===== src/hdl/lsf_pkg.sv =====
// Shared types and constants for the least-squares line fit unit.
// No dependencies; compile first.
package lsf_pkg;

  // Fixed field widths
  localparam int unsigned XW     = 9;   // point column
  localparam int unsigned YW     = 8;   // point row
  localparam int unsigned FRAC_W = 16;  // fraction bits of Q24.16
  localparam int unsigned QW     = 40;  // result word width

  localparam logic signed [QW-1:0] Q_MAX = {1'b0, {(QW-1){1'b1}}};
  localparam logic signed [QW-1:0] Q_MIN = {1'b1, {(QW-1){1'b0}}};

  // Point accumulator sequencer
  typedef enum logic [1:0] {
    ACC_IDLE,
    ACC_MUL,
    ACC_FULL
  } lsf_acc_state_e;

  // Product sequencer
  typedef enum logic [1:0] {
    PR_IDLE,
    PR_LOAD,
    PR_MUL,
    PR_DONE
  } lsf_prod_state_e;

  // Product terms, in evaluation order
  typedef enum logic [2:0] {
    T_N_SXX,
    T_SX_SX,
    T_N_SXY,
    T_SX_SY,
    T_SXX_SY,
    T_SX_SXY
  } lsf_term_e;

  // Serial divider
  typedef enum logic {
    DIV_IDLE,
    DIV_RUN
  } lsf_div_state_e;

  // Top-level result sequencer
  typedef enum logic [1:0] {
    TOP_IDLE,
    TOP_DIV_A,
    TOP_DIV_B,
    TOP_LOAD
  } lsf_top_state_e;

endpackage


===== src/hdl/lsf_point_if.sv =====
// Input channel: one point word (column, row) with valid/ready.
// Depends on lsf_pkg.
interface lsf_point_if;
  logic                     valid;
  logic                     ready;
  logic [lsf_pkg::XW-1:0]   point_x;
  logic [lsf_pkg::YW-1:0]   point_y;

  modport source (output valid, output point_x, output point_y, input ready);
  modport sink   (input valid, input point_x, input point_y, output ready);
endinterface


===== src/hdl/lsf_fit_if.sv =====
// Output channel: one fit result word (slope, intercept, flag) with valid/ready.
// Depends on lsf_pkg.
interface lsf_fit_if;
  logic                          valid;
  logic                          ready;
  logic signed [lsf_pkg::QW-1:0] slope;
  logic signed [lsf_pkg::QW-1:0] intercept;
  logic                          degenerate;

  modport source (output valid, output slope, output intercept, output degenerate,
                  input ready);
  modport sink   (input valid, input slope, input intercept, input degenerate,
                  output ready);
endinterface


===== src/hdl/lsf_accum.sv =====
// Point accumulator: running sums with bit-serial x*x and x*y, one x bit per cycle.
// Depends on lsf_pkg.
module lsf_accum #(
  parameter int unsigned POINT_COUNT = 12,
  localparam int unsigned CW   = $clog2(POINT_COUNT + 1),
  localparam int unsigned NW   = $clog2(POINT_COUNT),
  localparam int unsigned SXW  = lsf_pkg::XW + CW,
  localparam int unsigned SYW  = lsf_pkg::YW + CW,
  localparam int unsigned SXXW = 2 * lsf_pkg::XW + CW,
  localparam int unsigned SXYW = lsf_pkg::XW + lsf_pkg::YW + CW
) (
  input  logic                    clk_i,
  input  logic                    rst_ni,
  input  logic                    pt_valid_i,
  input  logic [lsf_pkg::XW-1:0]  pt_x_i,
  input  logic [lsf_pkg::YW-1:0]  pt_y_i,
  output logic                    pt_ready_o,
  output logic                    sum_valid_o,
  input  logic                    sum_ready_i,
  output logic [SXW-1:0]          sum_x_o,
  output logic [SYW-1:0]          sum_y_o,
  output logic [SXXW-1:0]         sum_xx_o,
  output logic [SXYW-1:0]         sum_xy_o
);

  localparam int unsigned BW  = $clog2(lsf_pkg::XW);
  localparam int unsigned XMW = 2 * lsf_pkg::XW;
  localparam int unsigned YMW = lsf_pkg::XW + lsf_pkg::YW;

  lsf_pkg::lsf_acc_state_e state_q, state_d;
  logic [NW-1:0]           cnt_q, cnt_d;
  logic [BW-1:0]           bit_q, bit_d;
  logic [SXW-1:0]          sx_q, sx_d;
  logic [SYW-1:0]          sy_q, sy_d;
  logic [SXXW-1:0]         sxx_q, sxx_d;
  logic [SXYW-1:0]         sxy_q, sxy_d;
  logic [lsf_pkg::XW-1:0]  xsh_q, xsh_d;
  logic [XMW-1:0]          xm_q, xm_d;
  logic [YMW-1:0]          ym_q, ym_d;

  always_ff @(posedge clk_i or negedge rst_ni) begin
    if (!rst_ni) begin
      state_q <= lsf_pkg::ACC_IDLE;
      cnt_q   <= '0;
      bit_q   <= '0;
      sx_q    <= '0;
      sy_q    <= '0;
      sxx_q   <= '0;
      sxy_q   <= '0;
    end else begin
      state_q <= state_d;
      cnt_q   <= cnt_d;
      bit_q   <= bit_d;
      sx_q    <= sx_d;
      sy_q    <= sy_d;
      sxx_q   <= sxx_d;
      sxy_q   <= sxy_d;
    end
  end

  always_ff @(posedge clk_i) begin
    xsh_q <= xsh_d;
    xm_q  <= xm_d;
    ym_q  <= ym_d;
  end

  always_comb begin
    state_d     = state_q;
    cnt_d       = cnt_q;
    bit_d       = bit_q;
    sx_d        = sx_q;
    sy_d        = sy_q;
    sxx_d       = sxx_q;
    sxy_d       = sxy_q;
    xsh_d       = xsh_q;
    xm_d        = xm_q;
    ym_d        = ym_q;
    pt_ready_o  = 1'b0;
    sum_valid_o = 1'b0;
    unique case (state_q)
      lsf_pkg::ACC_IDLE: begin
        pt_ready_o = 1'b1;
        if (pt_valid_i) begin
          sx_d    = sx_q + SXW'(pt_x_i);
          sy_d    = sy_q + SYW'(pt_y_i);
          xsh_d   = pt_x_i;
          xm_d    = XMW'(pt_x_i);
          ym_d    = YMW'(pt_y_i);
          bit_d   = '0;
          state_d = lsf_pkg::ACC_MUL;
        end
      end
      lsf_pkg::ACC_MUL: begin
        // one multiplier bit of x per cycle
        if (xsh_q[0]) begin
          sxx_d = sxx_q + SXXW'(xm_q);
          sxy_d = sxy_q + SXYW'(ym_q);
        end
        xsh_d = xsh_q >> 1;
        xm_d  = xm_q << 1;
        ym_d  = ym_q << 1;
        bit_d = bit_q + BW'(1);
        if (bit_q == BW'(lsf_pkg::XW - 1)) begin
          if (cnt_q == NW'(POINT_COUNT - 1)) begin
            cnt_d   = '0;
            state_d = lsf_pkg::ACC_FULL;
          end else begin
            cnt_d   = cnt_q + NW'(1);
            state_d = lsf_pkg::ACC_IDLE;
          end
        end
      end
      lsf_pkg::ACC_FULL: begin
        sum_valid_o = 1'b1;
        if (sum_ready_i) begin
          sx_d    = '0;
          sy_d    = '0;
          sxx_d   = '0;
          sxy_d   = '0;
          state_d = lsf_pkg::ACC_IDLE;
        end
      end
      default: state_d = lsf_pkg::ACC_IDLE;
    endcase
  end

  assign sum_x_o  = sx_q;
  assign sum_y_o  = sy_q;
  assign sum_xx_o = sxx_q;
  assign sum_xy_o = sxy_q;

endmodule


===== src/hdl/lsf_prod.sv =====
// Product sequencer: forms denominator and both numerators with one shared
// shift-add multiplier, one multiplier bit per cycle. Depends on lsf_pkg.
module lsf_prod #(
  parameter int unsigned POINT_COUNT = 12,
  localparam int unsigned CW   = $clog2(POINT_COUNT + 1),
  localparam int unsigned SXW  = lsf_pkg::XW + CW,
  localparam int unsigned SYW  = lsf_pkg::YW + CW,
  localparam int unsigned SXXW = 2 * lsf_pkg::XW + CW,
  localparam int unsigned SXYW = lsf_pkg::XW + lsf_pkg::YW + CW,
  localparam int unsigned PW   = SXXW + SYW + 1
) (
  input  logic                 clk_i,
  input  logic                 rst_ni,
  input  logic                 sum_valid_i,
  output logic                 sum_ready_o,
  input  logic [SXW-1:0]       sum_x_i,
  input  logic [SYW-1:0]       sum_y_i,
  input  logic [SXXW-1:0]      sum_xx_i,
  input  logic [SXYW-1:0]      sum_xy_i,
  output logic                 res_valid_o,
  input  logic                 res_ready_i,
  output logic signed [PW-1:0] den_o,
  output logic signed [PW-1:0] num_a_o,
  output logic signed [PW-1:0] num_b_o
);

  localparam int unsigned MW = SXW;          // widest multiplier operand
  localparam int unsigned SW = $clog2(MW);

  lsf_pkg::lsf_prod_state_e state_q, state_d;
  lsf_pkg::lsf_term_e       sel_q, sel_d;
  logic [SW-1:0]            step_q, step_d;
  logic [SXW-1:0]           sx_q, sx_d;
  logic [SYW-1:0]           sy_q, sy_d;
  logic [SXXW-1:0]          sxx_q, sxx_d;
  logic [SXYW-1:0]          sxy_q, sxy_d;
  logic [PW-1:0]            mc_q, mc_d;
  logic [MW-1:0]            mp_q, mp_d;
  logic signed [PW-1:0]     den_q, den_d;
  logic signed [PW-1:0]     na_q, na_d;
  logic signed [PW-1:0]     nb_q, nb_d;

  logic signed [PW-1:0]     acc_cur;
  logic signed [PW-1:0]     addend;
  logic signed [PW-1:0]     acc_new;
  logic                     term_sub;

  always_ff @(posedge clk_i or negedge rst_ni) begin
    if (!rst_ni) begin
      state_q <= lsf_pkg::PR_IDLE;
      sel_q   <= lsf_pkg::T_N_SXX;
      step_q  <= '0;
    end else begin
      state_q <= state_d;
      sel_q   <= sel_d;
      step_q  <= step_d;
    end
  end

  always_ff @(posedge clk_i) begin
    sx_q  <= sx_d;
    sy_q  <= sy_d;
    sxx_q <= sxx_d;
    sxy_q <= sxy_d;
    mc_q  <= mc_d;
    mp_q  <= mp_d;
    den_q <= den_d;
    na_q  <= na_d;
    nb_q  <= nb_d;
  end

  // accumulator selected by the current term
  always_comb begin
    term_sub = 1'b0;
    acc_cur  = den_q;
    unique case (sel_q)
      lsf_pkg::T_N_SXX:  acc_cur = den_q;
      lsf_pkg::T_SX_SX:  begin acc_cur = den_q; term_sub = 1'b1; end
      lsf_pkg::T_N_SXY:  acc_cur = na_q;
      lsf_pkg::T_SX_SY:  begin acc_cur = na_q;  term_sub = 1'b1; end
      lsf_pkg::T_SXX_SY: acc_cur = nb_q;
      lsf_pkg::T_SX_SXY: begin acc_cur = nb_q;  term_sub = 1'b1; end
      default:           acc_cur = den_q;
    endcase
    addend  = mp_q[0] ? $signed(mc_q) : '0;
    acc_new = term_sub ? (acc_cur - addend) : (acc_cur + addend);
  end

  always_comb begin
    state_d     = state_q;
    sel_d       = sel_q;
    step_d      = step_q;
    sx_d        = sx_q;
    sy_d        = sy_q;
    sxx_d       = sxx_q;
    sxy_d       = sxy_q;
    mc_d        = mc_q;
    mp_d        = mp_q;
    den_d       = den_q;
    na_d        = na_q;
    nb_d        = nb_q;
    sum_ready_o = 1'b0;
    res_valid_o = 1'b0;
    unique case (state_q)
      lsf_pkg::PR_IDLE: begin
        sum_ready_o = 1'b1;
        if (sum_valid_i) begin
          sx_d    = sum_x_i;
          sy_d    = sum_y_i;
          sxx_d   = sum_xx_i;
          sxy_d   = sum_xy_i;
          den_d   = '0;
          na_d    = '0;
          nb_d    = '0;
          sel_d   = lsf_pkg::T_N_SXX;
          state_d = lsf_pkg::PR_LOAD;
        end
      end
      lsf_pkg::PR_LOAD: begin
        step_d  = '0;
        state_d = lsf_pkg::PR_MUL;
        unique case (sel_q)
          lsf_pkg::T_N_SXX:  begin mc_d = PW'(sxx_q); mp_d = MW'(POINT_COUNT); end
          lsf_pkg::T_SX_SX:  begin mc_d = PW'(sx_q);  mp_d = MW'(sx_q);        end
          lsf_pkg::T_N_SXY:  begin mc_d = PW'(sxy_q); mp_d = MW'(POINT_COUNT); end
          lsf_pkg::T_SX_SY:  begin mc_d = PW'(sy_q);  mp_d = MW'(sx_q);        end
          lsf_pkg::T_SXX_SY: begin mc_d = PW'(sxx_q); mp_d = MW'(sy_q);        end
          lsf_pkg::T_SX_SXY: begin mc_d = PW'(sxy_q); mp_d = MW'(sx_q);        end
          default:           begin mc_d = '0;         mp_d = '0;               end
        endcase
      end
      lsf_pkg::PR_MUL: begin
        unique case (sel_q) inside
          lsf_pkg::T_N_SXX, lsf_pkg::T_SX_SX:  den_d = acc_new;
          lsf_pkg::T_N_SXY, lsf_pkg::T_SX_SY:  na_d  = acc_new;
          lsf_pkg::T_SXX_SY, lsf_pkg::T_SX_SXY: nb_d = acc_new;
          default: den_d = den_q;
        endcase
        mc_d   = mc_q << 1;
        mp_d   = mp_q >> 1;
        step_d = step_q + SW'(1);
        if (step_q == SW'(MW - 1)) begin
          state_d = lsf_pkg::PR_LOAD;
          unique case (sel_q)
            lsf_pkg::T_N_SXX:  sel_d = lsf_pkg::T_SX_SX;
            lsf_pkg::T_SX_SX:  sel_d = lsf_pkg::T_N_SXY;
            lsf_pkg::T_N_SXY:  sel_d = lsf_pkg::T_SX_SY;
            lsf_pkg::T_SX_SY:  sel_d = lsf_pkg::T_SXX_SY;
            lsf_pkg::T_SXX_SY: sel_d = lsf_pkg::T_SX_SXY;
            default:           state_d = lsf_pkg::PR_DONE;
          endcase
        end
      end
      lsf_pkg::PR_DONE: begin
        res_valid_o = 1'b1;
        if (res_ready_i) state_d = lsf_pkg::PR_IDLE;
      end
      default: state_d = lsf_pkg::PR_IDLE;
    endcase
  end

  assign den_o   = den_q;
  assign num_a_o = na_q;
  assign num_b_o = nb_q;

endmodule


===== src/hdl/lsf_div.sv =====
// Restoring divider, one quotient bit per cycle: (num * 2^16) / den, truncated
// toward zero and saturated to Q24.16. den must be positive. Depends on lsf_pkg.
module lsf_div #(
  parameter int unsigned PW = 35
) (
  input  logic                          clk_i,
  input  logic                          rst_ni,
  input  logic                          start_i,
  input  logic signed [PW-1:0]          num_i,
  input  logic signed [PW-1:0]          den_i,
  output logic                          done_o,
  output logic signed [lsf_pkg::QW-1:0] quot_o
);

  localparam int unsigned DW = PW + lsf_pkg::FRAC_W;   // dividend bits
  localparam int unsigned SW = $clog2(DW);
  localparam int unsigned MQ = lsf_pkg::QW - 1;         // kept quotient magnitude

  lsf_pkg::lsf_div_state_e state_q, state_d;
  logic [SW-1:0]           step_q, step_d;
  logic                    done_q, done_d;
  logic                    neg_q, neg_d;
  logic                    ovf_q, ovf_d;
  logic [PW-1:0]           dv_q, dv_d;
  logic [PW-1:0]           rem_q, rem_d;
  logic [DW-1:0]           dvd_q, dvd_d;
  logic [MQ-1:0]           q_q, q_d;

  logic [PW-1:0]           mag;
  logic [PW-1:0]           trial;
  logic                    fits;
  logic [lsf_pkg::QW-1:0]  qmag;

  always_ff @(posedge clk_i or negedge rst_ni) begin
    if (!rst_ni) begin
      state_q <= lsf_pkg::DIV_IDLE;
      step_q  <= '0;
      done_q  <= 1'b0;
    end else begin
      state_q <= state_d;
      step_q  <= step_d;
      done_q  <= done_d;
    end
  end

  always_ff @(posedge clk_i) begin
    neg_q <= neg_d;
    ovf_q <= ovf_d;
    dv_q  <= dv_d;
    rem_q <= rem_d;
    dvd_q <= dvd_d;
    q_q   <= q_d;
  end

  // remainder stays below den < 2^(PW-1), so its top bit is always clear
  assign mag   = num_i[PW-1] ? PW'(-num_i) : PW'(num_i);
  assign trial = {rem_q[PW-2:0], dvd_q[DW-1]};
  assign fits  = (trial >= dv_q);

  always_comb begin
    state_d = state_q;
    step_d  = step_q;
    done_d  = 1'b0;
    neg_d   = neg_q;
    ovf_d   = ovf_q;
    dv_d    = dv_q;
    rem_d   = rem_q;
    dvd_d   = dvd_q;
    q_d     = q_q;
    unique case (state_q)
      lsf_pkg::DIV_IDLE: begin
        if (start_i) begin
          neg_d   = num_i[PW-1];
          ovf_d   = 1'b0;
          dv_d    = PW'(den_i);
          rem_d   = '0;
          dvd_d   = {mag, {lsf_pkg::FRAC_W{1'b0}}};
          q_d     = '0;
          step_d  = '0;
          state_d = lsf_pkg::DIV_RUN;
        end
      end
      lsf_pkg::DIV_RUN: begin
        rem_d  = fits ? (trial - dv_q) : trial;
        dvd_d  = dvd_q << 1;
        q_d    = {q_q[MQ-2:0], fits};
        ovf_d  = ovf_q | q_q[MQ-1];    // quotient bit beyond the saturation point
        step_d = step_q + SW'(1);
        if (step_q == SW'(DW - 1)) begin
          done_d  = 1'b1;
          state_d = lsf_pkg::DIV_IDLE;
        end
      end
      default: state_d = lsf_pkg::DIV_IDLE;
    endcase
  end

  assign qmag = {1'b0, q_q};

  always_comb begin
    if (ovf_q) quot_o = neg_q ? lsf_pkg::Q_MIN : lsf_pkg::Q_MAX;
    else       quot_o = neg_q ? -$signed(qmag) : $signed(qmag);
  end

  assign done_o = done_q;

endmodule


===== src/hdl/least_squares_line_fit_unit.sv =====
// Top level of the least-squares line fit unit: accumulator, product
// sequencer, serial divider and output register. Depends on lsf_pkg, lsf_point_if,
// lsf_fit_if, lsf_accum, lsf_prod and lsf_div.
//
// Channel   Dir  Word                                   Handshake
// --------  ---  -------------------------------------  ---------------
// point_i   in   point_x[8:0], point_y[7:0]             valid/ready
// fit_o     out  slope[39:0], intercept[39:0] (Q24.16),  valid/ready
//                degenerate
//
// Flow: the accumulator takes a point word and then multiplies shift-add, one x
// bit per cycle, with the point port closed meanwhile. After the POINT_COUNT-th
// point the product sequencer captures the sums and runs 6 terms on a multiplier
// of MW = 9 + clog2(POINT_COUNT + 1) bits, then the divider runs twice on
// dividends of PW + 16 bits, PW = 27 + 2 * clog2(POINT_COUNT + 1).
// A zero denominator skips both divisions.
// Reset clears the sums, the point count and all sequencers; no result pends.
// Stalls: the next frame's points are accepted while a result waits on fit_o;
// with that word unread a second frame waits in the divide stage, and the
// point port closes once a third frame is complete in the accumulator.
module least_squares_line_fit_unit #(
  parameter int unsigned POINT_COUNT = 12
) (
  input  logic       clk_i,
  input  logic       rst_ni,
  lsf_point_if.sink  point_i,
  lsf_fit_if.source  fit_o
);

  localparam int unsigned CW   = $clog2(POINT_COUNT + 1);
  localparam int unsigned SXW  = lsf_pkg::XW + CW;
  localparam int unsigned SYW  = lsf_pkg::YW + CW;
  localparam int unsigned SXXW = 2 * lsf_pkg::XW + CW;
  localparam int unsigned SXYW = lsf_pkg::XW + lsf_pkg::YW + CW;
  localparam int unsigned PW   = SXXW + SYW + 1;

  // accumulator -> product sequencer
  logic            sum_valid;
  logic            sum_ready;
  logic [SXW-1:0]  sum_x;
  logic [SYW-1:0]  sum_y;
  logic [SXXW-1:0] sum_xx;
  logic [SXYW-1:0] sum_xy;

  // product sequencer -> result sequencer
  logic                 prod_valid;
  logic                 prod_ready;
  logic signed [PW-1:0] den;
  logic signed [PW-1:0] num_a;
  logic signed [PW-1:0] num_b;

  // divider
  logic                          div_start;
  logic signed [PW-1:0]          div_num;
  logic                          div_done;
  logic signed [lsf_pkg::QW-1:0] div_quot;

  // result sequencer and output register
  lsf_pkg::lsf_top_state_e       state_q, state_d;
  logic                          deg_q, deg_d;
  logic signed [lsf_pkg::QW-1:0] slope_q, slope_d;
  logic                          out_valid_q, out_valid_d;
  logic signed [lsf_pkg::QW-1:0] out_slope_q, out_slope_d;
  logic signed [lsf_pkg::QW-1:0] out_icpt_q, out_icpt_d;
  logic                          out_deg_q, out_deg_d;
  logic                          out_load;

  lsf_accum #(
    .POINT_COUNT (POINT_COUNT)
  ) u_accum (
    .clk_i       (clk_i),
    .rst_ni      (rst_ni),
    .pt_valid_i  (point_i.valid),
    .pt_x_i      (point_i.point_x),
    .pt_y_i      (point_i.point_y),
    .pt_ready_o  (point_i.ready),
    .sum_valid_o (sum_valid),
    .sum_ready_i (sum_ready),
    .sum_x_o     (sum_x),
    .sum_y_o     (sum_y),
    .sum_xx_o    (sum_xx),
    .sum_xy_o    (sum_xy)
  );

  lsf_prod #(
    .POINT_COUNT (POINT_COUNT)
  ) u_prod (
    .clk_i       (clk_i),
    .rst_ni      (rst_ni),
    .sum_valid_i (sum_valid),
    .sum_ready_o (sum_ready),
    .sum_x_i     (sum_x),
    .sum_y_i     (sum_y),
    .sum_xx_i    (sum_xx),
    .sum_xy_i    (sum_xy),
    .res_valid_o (prod_valid),
    .res_ready_i (prod_ready),
    .den_o       (den),
    .num_a_o     (num_a),
    .num_b_o     (num_b)
  );

  lsf_div #(
    .PW (PW)
  ) u_div (
    .clk_i   (clk_i),
    .rst_ni  (rst_ni),
    .start_i (div_start),
    .num_i   (div_num),
    .den_i   (den),
    .done_o  (div_done),
    .quot_o  (div_quot)
  );

  // slope divides first, intercept second; den stays put until prod_ready
  assign div_num = (state_q == lsf_pkg::TOP_IDLE) ? num_a : num_b;

  always_ff @(posedge clk_i or negedge rst_ni) begin
    if (!rst_ni) begin
      state_q     <= lsf_pkg::TOP_IDLE;
      out_valid_q <= 1'b0;
    end else begin
      state_q     <= state_d;
      out_valid_q <= out_valid_d;
    end
  end

  always_ff @(posedge clk_i) begin
    deg_q       <= deg_d;
    slope_q     <= slope_d;
    out_slope_q <= out_slope_d;
    out_icpt_q  <= out_icpt_d;
    out_deg_q   <= out_deg_d;
  end

  always_comb begin
    state_d    = state_q;
    deg_d      = deg_q;
    slope_d    = slope_q;
    div_start  = 1'b0;
    prod_ready = 1'b0;
    out_load   = 1'b0;
    unique case (state_q)
      lsf_pkg::TOP_IDLE: begin
        if (prod_valid) begin
          if (den == '0) begin
            // all x equal: no division, zero outputs
            deg_d   = 1'b1;
            state_d = lsf_pkg::TOP_LOAD;
          end else begin
            deg_d     = 1'b0;
            div_start = 1'b1;
            state_d   = lsf_pkg::TOP_DIV_A;
          end
        end
      end
      lsf_pkg::TOP_DIV_A: begin
        if (div_done) begin
          slope_d   = div_quot;
          div_start = 1'b1;
          state_d   = lsf_pkg::TOP_DIV_B;
        end
      end
      lsf_pkg::TOP_DIV_B: begin
        if (div_done) state_d = lsf_pkg::TOP_LOAD;
      end
      lsf_pkg::TOP_LOAD: begin
        // wait for the output register to free up
        if (!out_valid_q || fit_o.ready) begin
          out_load   = 1'b1;
          prod_ready = 1'b1;
          state_d    = lsf_pkg::TOP_IDLE;
        end
      end
      default: state_d = lsf_pkg::TOP_IDLE;
    endcase
  end

  always_comb begin
    out_valid_d = out_valid_q && !fit_o.ready;
    out_slope_d = out_slope_q;
    out_icpt_d  = out_icpt_q;
    out_deg_d   = out_deg_q;
    if (out_load) begin
      out_valid_d = 1'b1;
      out_slope_d = deg_q ? '0 : slope_q;
      out_icpt_d  = deg_q ? '0 : div_quot;
      out_deg_d   = deg_q;
    end
  end

  assign fit_o.valid      = out_valid_q;
  assign fit_o.slope      = out_slope_q;
  assign fit_o.intercept  = out_icpt_q;
  assign fit_o.degenerate = out_deg_q;

endmodule


===== src/flat_wrapper.sv =====
// flat-port wrapper written by rule: the top's interface ports become plain ports
module least_squares_line_fit_unit_flat 
#(
  parameter int unsigned POINT_COUNT = 12
)
  (clk_i, rst_ni, point_i_valid, point_i_point_x, point_i_point_y, point_i_ready, fit_o_valid, fit_o_slope, fit_o_intercept, fit_o_degenerate, fit_o_ready);
  lsf_point_if point_i_i ();
  lsf_fit_if fit_o_i ();
  input  logic clk_i;
  input  logic rst_ni;
  input wire logic [$bits(point_i_i.valid)-1:0] point_i_valid;
  input wire logic [$bits(point_i_i.point_x)-1:0] point_i_point_x;
  input wire logic [$bits(point_i_i.point_y)-1:0] point_i_point_y;
  output wire logic [$bits(point_i_i.ready)-1:0] point_i_ready;
  output wire logic [$bits(fit_o_i.valid)-1:0] fit_o_valid;
  output wire logic [$bits(fit_o_i.slope)-1:0] fit_o_slope;
  output wire logic [$bits(fit_o_i.intercept)-1:0] fit_o_intercept;
  output wire logic [$bits(fit_o_i.degenerate)-1:0] fit_o_degenerate;
  input wire logic [$bits(fit_o_i.ready)-1:0] fit_o_ready;
  assign point_i_i.valid = point_i_valid;
  assign point_i_i.point_x = point_i_point_x;
  assign point_i_i.point_y = point_i_point_y;
  assign point_i_ready = point_i_i.ready;
  assign fit_o_valid = fit_o_i.valid;
  assign fit_o_slope = fit_o_i.slope;
  assign fit_o_intercept = fit_o_i.intercept;
  assign fit_o_degenerate = fit_o_i.degenerate;
  assign fit_o_i.ready = fit_o_ready;
  least_squares_line_fit_unit #(.POINT_COUNT(POINT_COUNT)) u_core (.clk_i(clk_i), .rst_ni(rst_ni), .point_i(point_i_i), .fit_o(fit_o_i));
endmodule

===== config.mk =====
export PLATFORM = sky130hd
export DESIGN_NAME = least_squares_line_fit_unit_flat
export DESIGN_NICKNAME = d
export VERILOG_FILES = /design/src/hdl/lsf_pkg.sv /design/src/hdl/lsf_point_if.sv /design/src/hdl/lsf_fit_if.sv /design/src/hdl/lsf_accum.sv /design/src/hdl/lsf_prod.sv /design/src/hdl/lsf_div.sv /design/src/hdl/least_squares_line_fit_unit.sv /design/src/flat_wrapper.sv
export SDC_FILE = /design/constraint.sdc
export NUM_CORES = 1
export LEC_CHECK = 0
export BUFFER_PORTS_ARGS = -buffer_cell sky130_fd_sc_hd__buf_2
export CORE_ASPECT_RATIO = 0.75
export CORE_MARGIN = 3
export CORE_UTILIZATION = 35
export CTS_BUF_LIST = sky130_fd_sc_hd__clkbuf_2
export CTS_CLUSTER_DIAMETER = 150
export DETAILED_ROUTE_END_ITERATION = 10
export GPL_ROUTABILITY_DRIVEN = 0
export PLACE_DENSITY = 0.53
export SETUP_SLACK_MARGIN = 0.15
export SYNTH_ARGS = -nofsm -noshare
export SYNTH_HDL_FRONTEND = slang
export SYNTH_SLANG_ARGS = --single-unit
export TNS_END_PERCENT = 10

===== constraint.sdc =====
create_clock -name clk_i -period 6.6 [get_ports clk_i]
set_input_delay 1.98 -clock clk_i [delete_from_list [all_inputs] [get_ports clk_i]]
set_output_delay 1.98 -clock clk_i [all_outputs]
set_load 0.005 [all_outputs]

==> results of run 1 <==
[worst max-delay path, delay by kind of cell (launching register included)]
kind / cells / cell delay (ns)
AO/OA/AOI/OAI: 8 / 3.24
buffers and inverters: 1 / 0.10
flip-flops: 1 / 0.79
AND/OR/NAND/NOR: 3 / 0.68
adder cells (fa/ha/maj): 1 / 0.27
[through the flow]
step | setup WS [ns] | cell area, um^2 | hold slack [ns] | instances | total power, mW
finish | 1.19 | 37600 | 0.466 | 4722 | 10.1
detailed placement | 1.34 | 35900 | 0.468 | 4431 | 7.21
floorplan | 1.83 | 34000 | 0.446 | 3149 | 6.67
global placement | 1.39 | 35900 | 0.463 | 4431 | 7.19
global route | 0.706 | 37500 | 0.466 | 4719 | 10.8
CTS | 1.29 | 37500 | 0.431 | 4716 | 10.2
[layer usage]
layer  global-route usage, %  vias up
li1                        -    11900
met2                    23.0      551
met5                       0        -
met3                    3.55      107
met1                    26.0    11600
met4                    5.38        0
[worst paths after layout]
| kind | startpoint | to | slack, ns |
|---|---|---|---|
| max | u_core.u_prod.sel_q[2] | u_core.u_prod.num_b_o[27] | 1.19 |
| min | u_core.u_prod.den_o[34] | u_core.u_div.dv_q[34] | 0.47 |
| max reg2reg | u_core.u_prod.sel_q[2] | u_core.u_prod.num_b_o[27] | 1.19 |
| min reg2reg | u_core.u_prod.den_o[34] | u_core.u_div.dv_q[34] | 0.47 |
| max in group asynchronous | rst_ni | u_core.u_div.state_q | 4.78 |
| min in group asynchronous | rst_ni | u_core.u_accum.bit_q[1] | 0.63 |
[state kept, by name (all words and copies together) (netlist names), 21 cells and up]
| name | flops |
|---|---|
| u_core.u_accum.sum_xx_o | 22 |
| u_core.fit_o.intercept | 40 |
| u_core.u_div.rem_q | 34 |
| u_core.slope_q | 40 |
| u_core.u_prod.sxy_q | 21 |
| u_core.fit_o.slope | 40 |
| u_core.u_prod.den_o | 35 |
| u_core.u_prod.num_b_o | 35 |
| u_core.u_prod.sxx_q | 22 |
| u_core.u_prod.mc_q | 35 |
| u_core.u_prod.num_a_o | 35 |
| u_core.u_div.dvd_q | 35 |
| u_core.u_accum.sum_xy_o | 21 |
| u_core.u_div.dv_q | 35 |
| u_core.u_div.q_q | 39 |
[Yosys cell counts (all sizes together), types with 69 or more instances]
master and number:
a21oi 237, and2 112, clkbuf 129, dfrtp 98, edfxtp 532, ha 139, inv 103, mux2i 122
nand2 293, nor2 237, nor2b 138, nor3 69, o21ai 190, xnor2 86, xor2 83
[cell type report]
class | instances | area, um^2
antenna | 6 | 15.0
clock buffer | 238 | 1190
clock inverter | 47 | 403
fill | 9547 | 58300
inverter | 103 | 390
multi-input combinational | 2262 | 14700
sequential | 630 | 18400
tap | 1300 | 1630
timing repair buffer | 136 | 766
[cell families (layout without fill, tap and decap cells)]
group	after synthesis	count (layout)	synth area share, %
buf+inv	257	524	2.87
mux	139	139	4.15
flops	630	630	54.1
compound gates	776	776	14.1
simple gates	1033	1033	15.0
xor+xnor	169	169	4.35
fa+ha+maj	145	145	5.46
other cells	0	6	0
[layout by cell type (no fill, tap or decap), types with 22 or more instances in the layout]
cell,n
a211oi_1,51
edfxtp_1,532
nand4_1,22
xnor2_1,86
o21ai_0,188
nand3_1,45
clkbuf_2,238
o22ai_1,45
o211ai_1,22
o31ai_1,25
nor2b_1,137
nor3_1,68
and2_1,110
a21o_1,40
nor2_1,234
a31oi_1,29
clkinv_1,26
inv_1,97
mux2i_1,121
buf_4,34
a21oi_1,234
xor2_1,83
ha_1,136
dfrtp_1,95
nand2_1,293
buf_2,102
[where the power goes]
part	total [mW]	internal, mW	switching [mW]
Combinational	2.06	0.879	1.18
Sequential	5.08	4.74	0.342
Clock	2.94	1.25	1.69
Total	10.1	6.87	3.21
==> metrics.csv, run 1 <==
stage;metric;value;unit
global_route;antenna violations before repair;7;
setup_path;Worst Setup Start Kind;flip-flop;
floorplan;I/O pins;104;
synth;sequential fraction of the synthesis area;54.1;%
detailed_routing;WL met2;34.9;mm
setup_path;CP arrival;6.51;ns
clock_network;clk sink count;630;
clock_network;Hold Buf Count CTS;0;
global_route;vias in the first global route;23000;
flow_run;max cap viols;0;
sta;Tmin final;5.41;ns
clock_network;Clock Tree Buf Depth;3;
place;hpwl dp;59.3;mm
detailed_routing;post-route ant nets;0;
synth;Ys Warns;0;
floorplan;Core ar.;95900;um^2
synth;Syn Inst Count;3149;
place;Port Buf Inserts;103;
setup_path;CP endpoint kind;flip-flop;
detailed_routing;met3 routed WL;4.88;mm
floorplan;die width;366;um
final_layout;fin util;39.2;%
detailed_routing;DR vias;24300;
power_and_ir_drop;Power Density;269;nW/um^2
setup_path;critical path class;reg -> reg;
setup_path;r2r worst-path depth;13;
final_layout;synthesis-to-layout area growth;10.3;%
sta;clock skew;0.138;ns
setup_path;Critical Path Slowest Stage Cell;dfrtp_4;
synth;Synth area leader;edfxtp_1;
synth;Top FF cell, synth;edfxtp_1;
clock_network;clock buffer count from CTS;162;
floorplan;Die Area;101000;um^2
clock_network;Reg clk slew, reported paths;0.12;ns
power_and_ir_drop;P_leak;14.2;nW
sta;period utilisation layout;81.9;%
status;status;finished clean;
sta;RSZ-0062 raised after global routing;no;
detailed_routing;WL/cell;18.3;um
clock_network;post-CTS sizing;0;
detailed_routing;DR iter-0 viols;2081;
synth;syn nets;3315;
synth;Post-synth EDFFs;532;
clock_network;Clock Latency Late Sink;1.46;ns
sta;Final TNS setup;0;ns
worst_hold_path;Hold Path Stages;0;
clock_network;Root Driver;clkbuf_2;
detailed_routing;Top Layer Used;met4;
sta;final hold vios;0;
synth;area share of the leading cell type in the synthesized netlist;46.9;%
synth;top cells by area, synth;edfxtp_1 (47%), dfrtp_1 (7.2%), ha_1 (5.1%);
setup_path;CP required;7.70;ns
synth;Mean Syn Cell Area;10.8;um^2
sta;fin. max-slew vios;0;
clock_network;Post-CTS Setup Repair Bufs;0;
floorplan;FP Rows;98;
detailed_routing;M1 WL;45.0;mm
detailed_routing;DR pass1 iterations;9;
synth;synthesis-stage register bit count;630;
synth;synth unique cells;81;
sta;final setup violating endpoints;0;
final_layout;share of cells above drive strength 1;13.5;%
clock_network;TritonCTS clock tree;built;
detailed_routing;final wirelength;86.2;mm
floorplan;chip height;276;um
worst_hold_path;Hold WC Path Type;reg -> reg;
global_route;first-pass GRT wire length;135;mm
final_layout;nets@finish;3461;
setup_path;crit path max fanout;61;
setup_path;crit path cell chain;nand2_1, nand2_1, o21ai_0, inv_1, ha_1, nor2b_1, o31ai_1, a21oi_1, o211ai_1, a31oi_1, a311oi_1, o21ai_0, o311ai_0;
global_route;largest net degree at the start of global routing;91;
sta;max_slew headroom;21.0;%
floorplan;Initial Util;35.5;%
global_route;GRT overflow;0;
synth;Mapped Area;34000;um^2
sta;Slew @ Worst Pin;1.17;ns
detailed_routing;via count normalized by instance count;5.14;
detailed_routing;DRC;0;
power_and_ir_drop;worst vdd ir;0.202;mV
sta;fmax;185;MHz
clock_network;H-tree levels;4;
setup_path;Slowest Stage Delay on Critical Path;0.79;ns
global_route;All-Layer GR Usage;16.8;%
synth;Synth async-reset ratio;15.6;%
Note: power is estimated with default switching activity, not from simulation.
==> inputs of run 2 (changes only) <==
clock period = 5.1 ns   (was 6.6 ns; I/O delays follow)
==> run 2 against run 1 <==
  * Register-to-register slack worse by 0.96 ns
  * First-iteration DRC count decreased by 11%
  * Cell area increased by 0.20%
  * Combinational power grew 28%
  * Total power is 27% higher
  * Sequential power is 30% higher
  * Core utilization is 0.080 points higher
  * Setup slack lost 0.96 ns
  * Critical path depth grew 3
  * Routed wire length grew 0.15%
  * Flip-flop and latch count did not move
  * Critical endpoint is now u_core.u_prod.num_b_o[32]
  * Largest cell class unchanged
==> metrics.csv, run 2 (same netlist as run 1, synthesis figures left out) <==
stage;metric;value;unit;change
clock_network;clock buffer count from CTS;160;;was 162
sta;Slew @ Worst Pin;1.07;ns;was 1.17 ns
floorplan;Core ar.;95900;um^2;unchanged
sta;setup ws final;0.236;ns;was 1.19 ns
floorplan;FP Rows;98;;unchanged
worst_hold_path;Hold Path Stages;3;;was 0
final_layout;final non-filler cell total;4741;;was 4,722
detailed_routing;post-route ant nets;0;;unchanged
sta;Final TNS setup;0;ns;unchanged
setup_path;crit path max fanout;6;;was 61
global_route;All-Layer GR Usage;16.8;%;about the same
final_layout;nets@finish;3479;;was 3,461
floorplan;die width;366;um;unchanged
setup_path;reg-to-reg critical path endpoint;u_core.u_prod.num_b_o[32];;was u_core.u_prod.num_b_o[27]
detailed_routing;DRC;0;;unchanged
global_route;largest net degree at the start of global routing;82;;was 91
power_and_ir_drop;post-route total power;12.8;mW;was 10.1 mW
global_route;GRT overflow;0;;unchanged
clock_network;Clock Tree Buf Depth;3;;unchanged
floorplan;chip height;276;um;unchanged
clock_network;H-tree levels;4;;unchanged
place;worst slack at placement;0.189;ns;was 1.34 ns
setup_path;CP arrival;6.07;ns;was 6.51 ns
setup_path;worst r2r src;u_core.u_prod.mc_q[3];;was u_core.u_prod.sel_q[2]
global_route;vias in the first global route;22700;;was 23,000
sta;fin. max-slew vios;0;;unchanged
setup_path;CP required;6.30;ns;was 7.70 ns
final_layout;share of cells above drive strength 1;14.2;%;was 13.5%
status;status;finished clean;;unchanged
power_and_ir_drop;worst vdd ir;0.232;mV;was 0.202 mV
place;placed insts;4450;;was 4,431
detailed_routing;WL/cell;18.2;um;was 18.3 um
setup_path;Worst Setup Start Kind;flip-flop;;unchanged
final_layout;Post-Layout Inst Area;37600;um^2;about the same
setup_path;CP endpoint kind;flip-flop;;unchanged
global_route;first-pass GRT wire length;134;mm;was 135 mm
setup_path;Critical Path Slowest Stage Cell;or4b_2;;was dfrtp_4
sta;Hold Slack;0.453;ns;was 0.466 ns
clock_network;Clock Latency Late Sink;1.41;ns;was 1.46 ns
final_layout;most frequent cells in the layout;edfxtp_1 (532), nand2_1 (293), clkbuf_2 (248), nor2_1 (234), a21oi_1 (234);;was edfxtp_1 (532), nand2_1 (293), clkbuf_2 (238), nor2_1 (234), a21oi_1 (234)
detailed_routing;via count normalized by instance count;5.13;;was 5.14
final_layout;most common cell after layout, fill and taps aside;edfxtp_1;;unchanged
setup_path;critical path class;reg -> reg;;unchanged
worst_hold_path;Hold WC Path Type;in -> reg;;was reg -> reg
sta;max_slew headroom;28.4;%;was 21.0%
detailed_routing;DR pass1 iterations;5;;was 9
floorplan;Die Area;101000;um^2;unchanged
global_route;antenna violations before repair;4;;was 7
place;hpwl dp;60.1;mm;was 59.3 mm
detailed_routing;DR iter-0 viols;1848;;was 2,081
worst_hold_path;Hold Crit Start;point_i_point_x[3];;was u_core.u_prod.den_o[34]
detailed_routing;DR vias;24300;;about the same
clock_network;clk sink count;630;;unchanged
setup_path;Slowest Stage Delay on Critical Path;0.64;ns;was 0.79 ns
place;placed inst area;36100;um^2;was 35,900 um^2
setup_path;reg-to-reg setup timing slack;0.24;ns;was 1.19 ns
final_layout;synthesis-to-layout area growth;10.5;%;was 10.3%
power_and_ir_drop;P_leak;14.3;nW;was 14.2 nW
clock_network;Reg clk slew, reported paths;0.11;ns;was 0.12 ns
sta;final hold vios;0;;unchanged
sta;RSZ-0062 raised after global routing;yes;;was no
floorplan;I/O pins;104;;unchanged
detailed_routing;final wirelength;86.4;mm;was 86.2 mm
sta;Tmin final;4.86;ns;was 5.41 ns
worst_hold_path;Hold Path Sink;u_core.u_accum.xm_q[3];;was u_core.u_div.dv_q[34]
setup_path;crit path cell chain;nor2_1, or4b_2, or2_2, o31a_1, o31ai_1, xnor2_1, nand2_1, ha_1, and3_1, and2_1, nor2b_1, nand3b_1, a31oi_2, o21ai_0, a221oi_2, mux2i_1;;was nand2_1, nand2_1, o21ai_0, inv_1, ha_1, nor2b_1, o31ai_1, a21oi_1, o211ai_1, a31oi_1, a311oi_1, o21ai_0, o311ai_0
sta;clock skew;0.0886;ns;was 0.138 ns
final_layout;Filler cells;9543;;was 9,547
sta;fmax;206;MHz;was 185 MHz
clock_network;Post-CTS Setup Repair Bufs;0;;unchanged
clock_network;Root Driver;clkbuf_2;;unchanged
clock_network;TritonCTS clock tree;built;;unchanged
floorplan;Initial Util;35.5;%;unchanged
flow_run;max cap viols;0;;unchanged
sta;final setup violating endpoints;0;;unchanged
power_and_ir_drop;Power Density;340;nW/um^2;was 269 nW/um^2
setup_path;r2r worst-path depth;16;;was 13
place;Port Buf Inserts;103;;unchanged
sta;period utilisation layout;95.4;%;was 81.9%
final_layout;fin util;39.2;%;about the same
-- run 2: cell types whose count changed in the layout (fill, tap and decap cells not counted), moves of 2 or more --
cell	before	now
buf_12	0	3
buf_4	34	50
bufinv_16	7	2
clkbuf_2	238	248
clkinv_1	26	22
clkinv_4	4	2
clkinvlp_4	0	4
diode_2	6	3
inv_2	7	9
-- run 2: timing repair --
item | 4_1_cts | 5_1_grt
gates resized for setup | 0 | 4
hold endpoints to repair | 21 | 0
hold buffers | 1 | 0
setup endpoints to repair | 0 | 20
-- run 2: routing by layer --
metal	part of all wire, %	track usage (%)	vias to the layer above	wire length, um
met4	1.7	5.33	0	1430
met2	41	22.9	638	35300
met5	0	0	-	0
met3	6.4	3.82	97	5560
li1	-	-	12000	-
met1	51	26.0	11600	44100
-- run 2: critical path: cells and delay by family, from the launching register on --
family                     cells  cell delay, ns
DFF                            1            0.45
xor gates and xnor gates       1            0.15
and+or+nand+nor                8            2.04
adders and majority gates      1            0.37
AOI/OAI and AO/OA              5            1.39
muxes                          1            0.30
-- run 2: layout make-up --
type / count / area [um^2] / area share (%)
Clock buffer: 248 / 1240 / 3.30
Antenna cell: 3 / 7.51 / 0.0200
Multi-Input combinational cell: 2262 / 14700 / 39.2
Timing Repair Buffer: 156 / 956 / 2.54
Clock inverter: 39 / 233 / 0.618
Inverter: 103 / 390 / 1.04
Sequential cell: 630 / 18400 / 49.0
Tap cell: 1300 / 1630 / 4.32
-- run 2: worst max-delay path by stage --
stage / start / to / slack (ns) / cells past startpoint
final: u_core.u_prod.mc_q[3] / u_core.u_prod.num_b_o[32] / 0.24 / 16
after detailed placement: u_core.u_prod.mc_q[3] / u_core.u_prod.den_o[32] / 0.19 / 16
after floorplan: u_core.u_prod.mp_q[0] / u_core.u_prod.den_o[27] / 0.33 / 20
after global routing: u_core.u_prod.mc_q[3] / u_core.u_prod.num_b_o[32] / 0.06 / 16
after global placement: u_core.u_prod.mc_q[3] / u_core.u_prod.num_b_o[32] / 0.25 / 16
after CTS: u_core.u_prod.mc_q[3] / u_core.u_prod.num_b_o[32] / 0.23 / 16
-- run 2: report_power, final --
group          internal (mW)  switching (mW)
combinational           1.14            1.51
clock                   1.39            2.16
sequential              6.14           0.457
total                   8.67            4.13
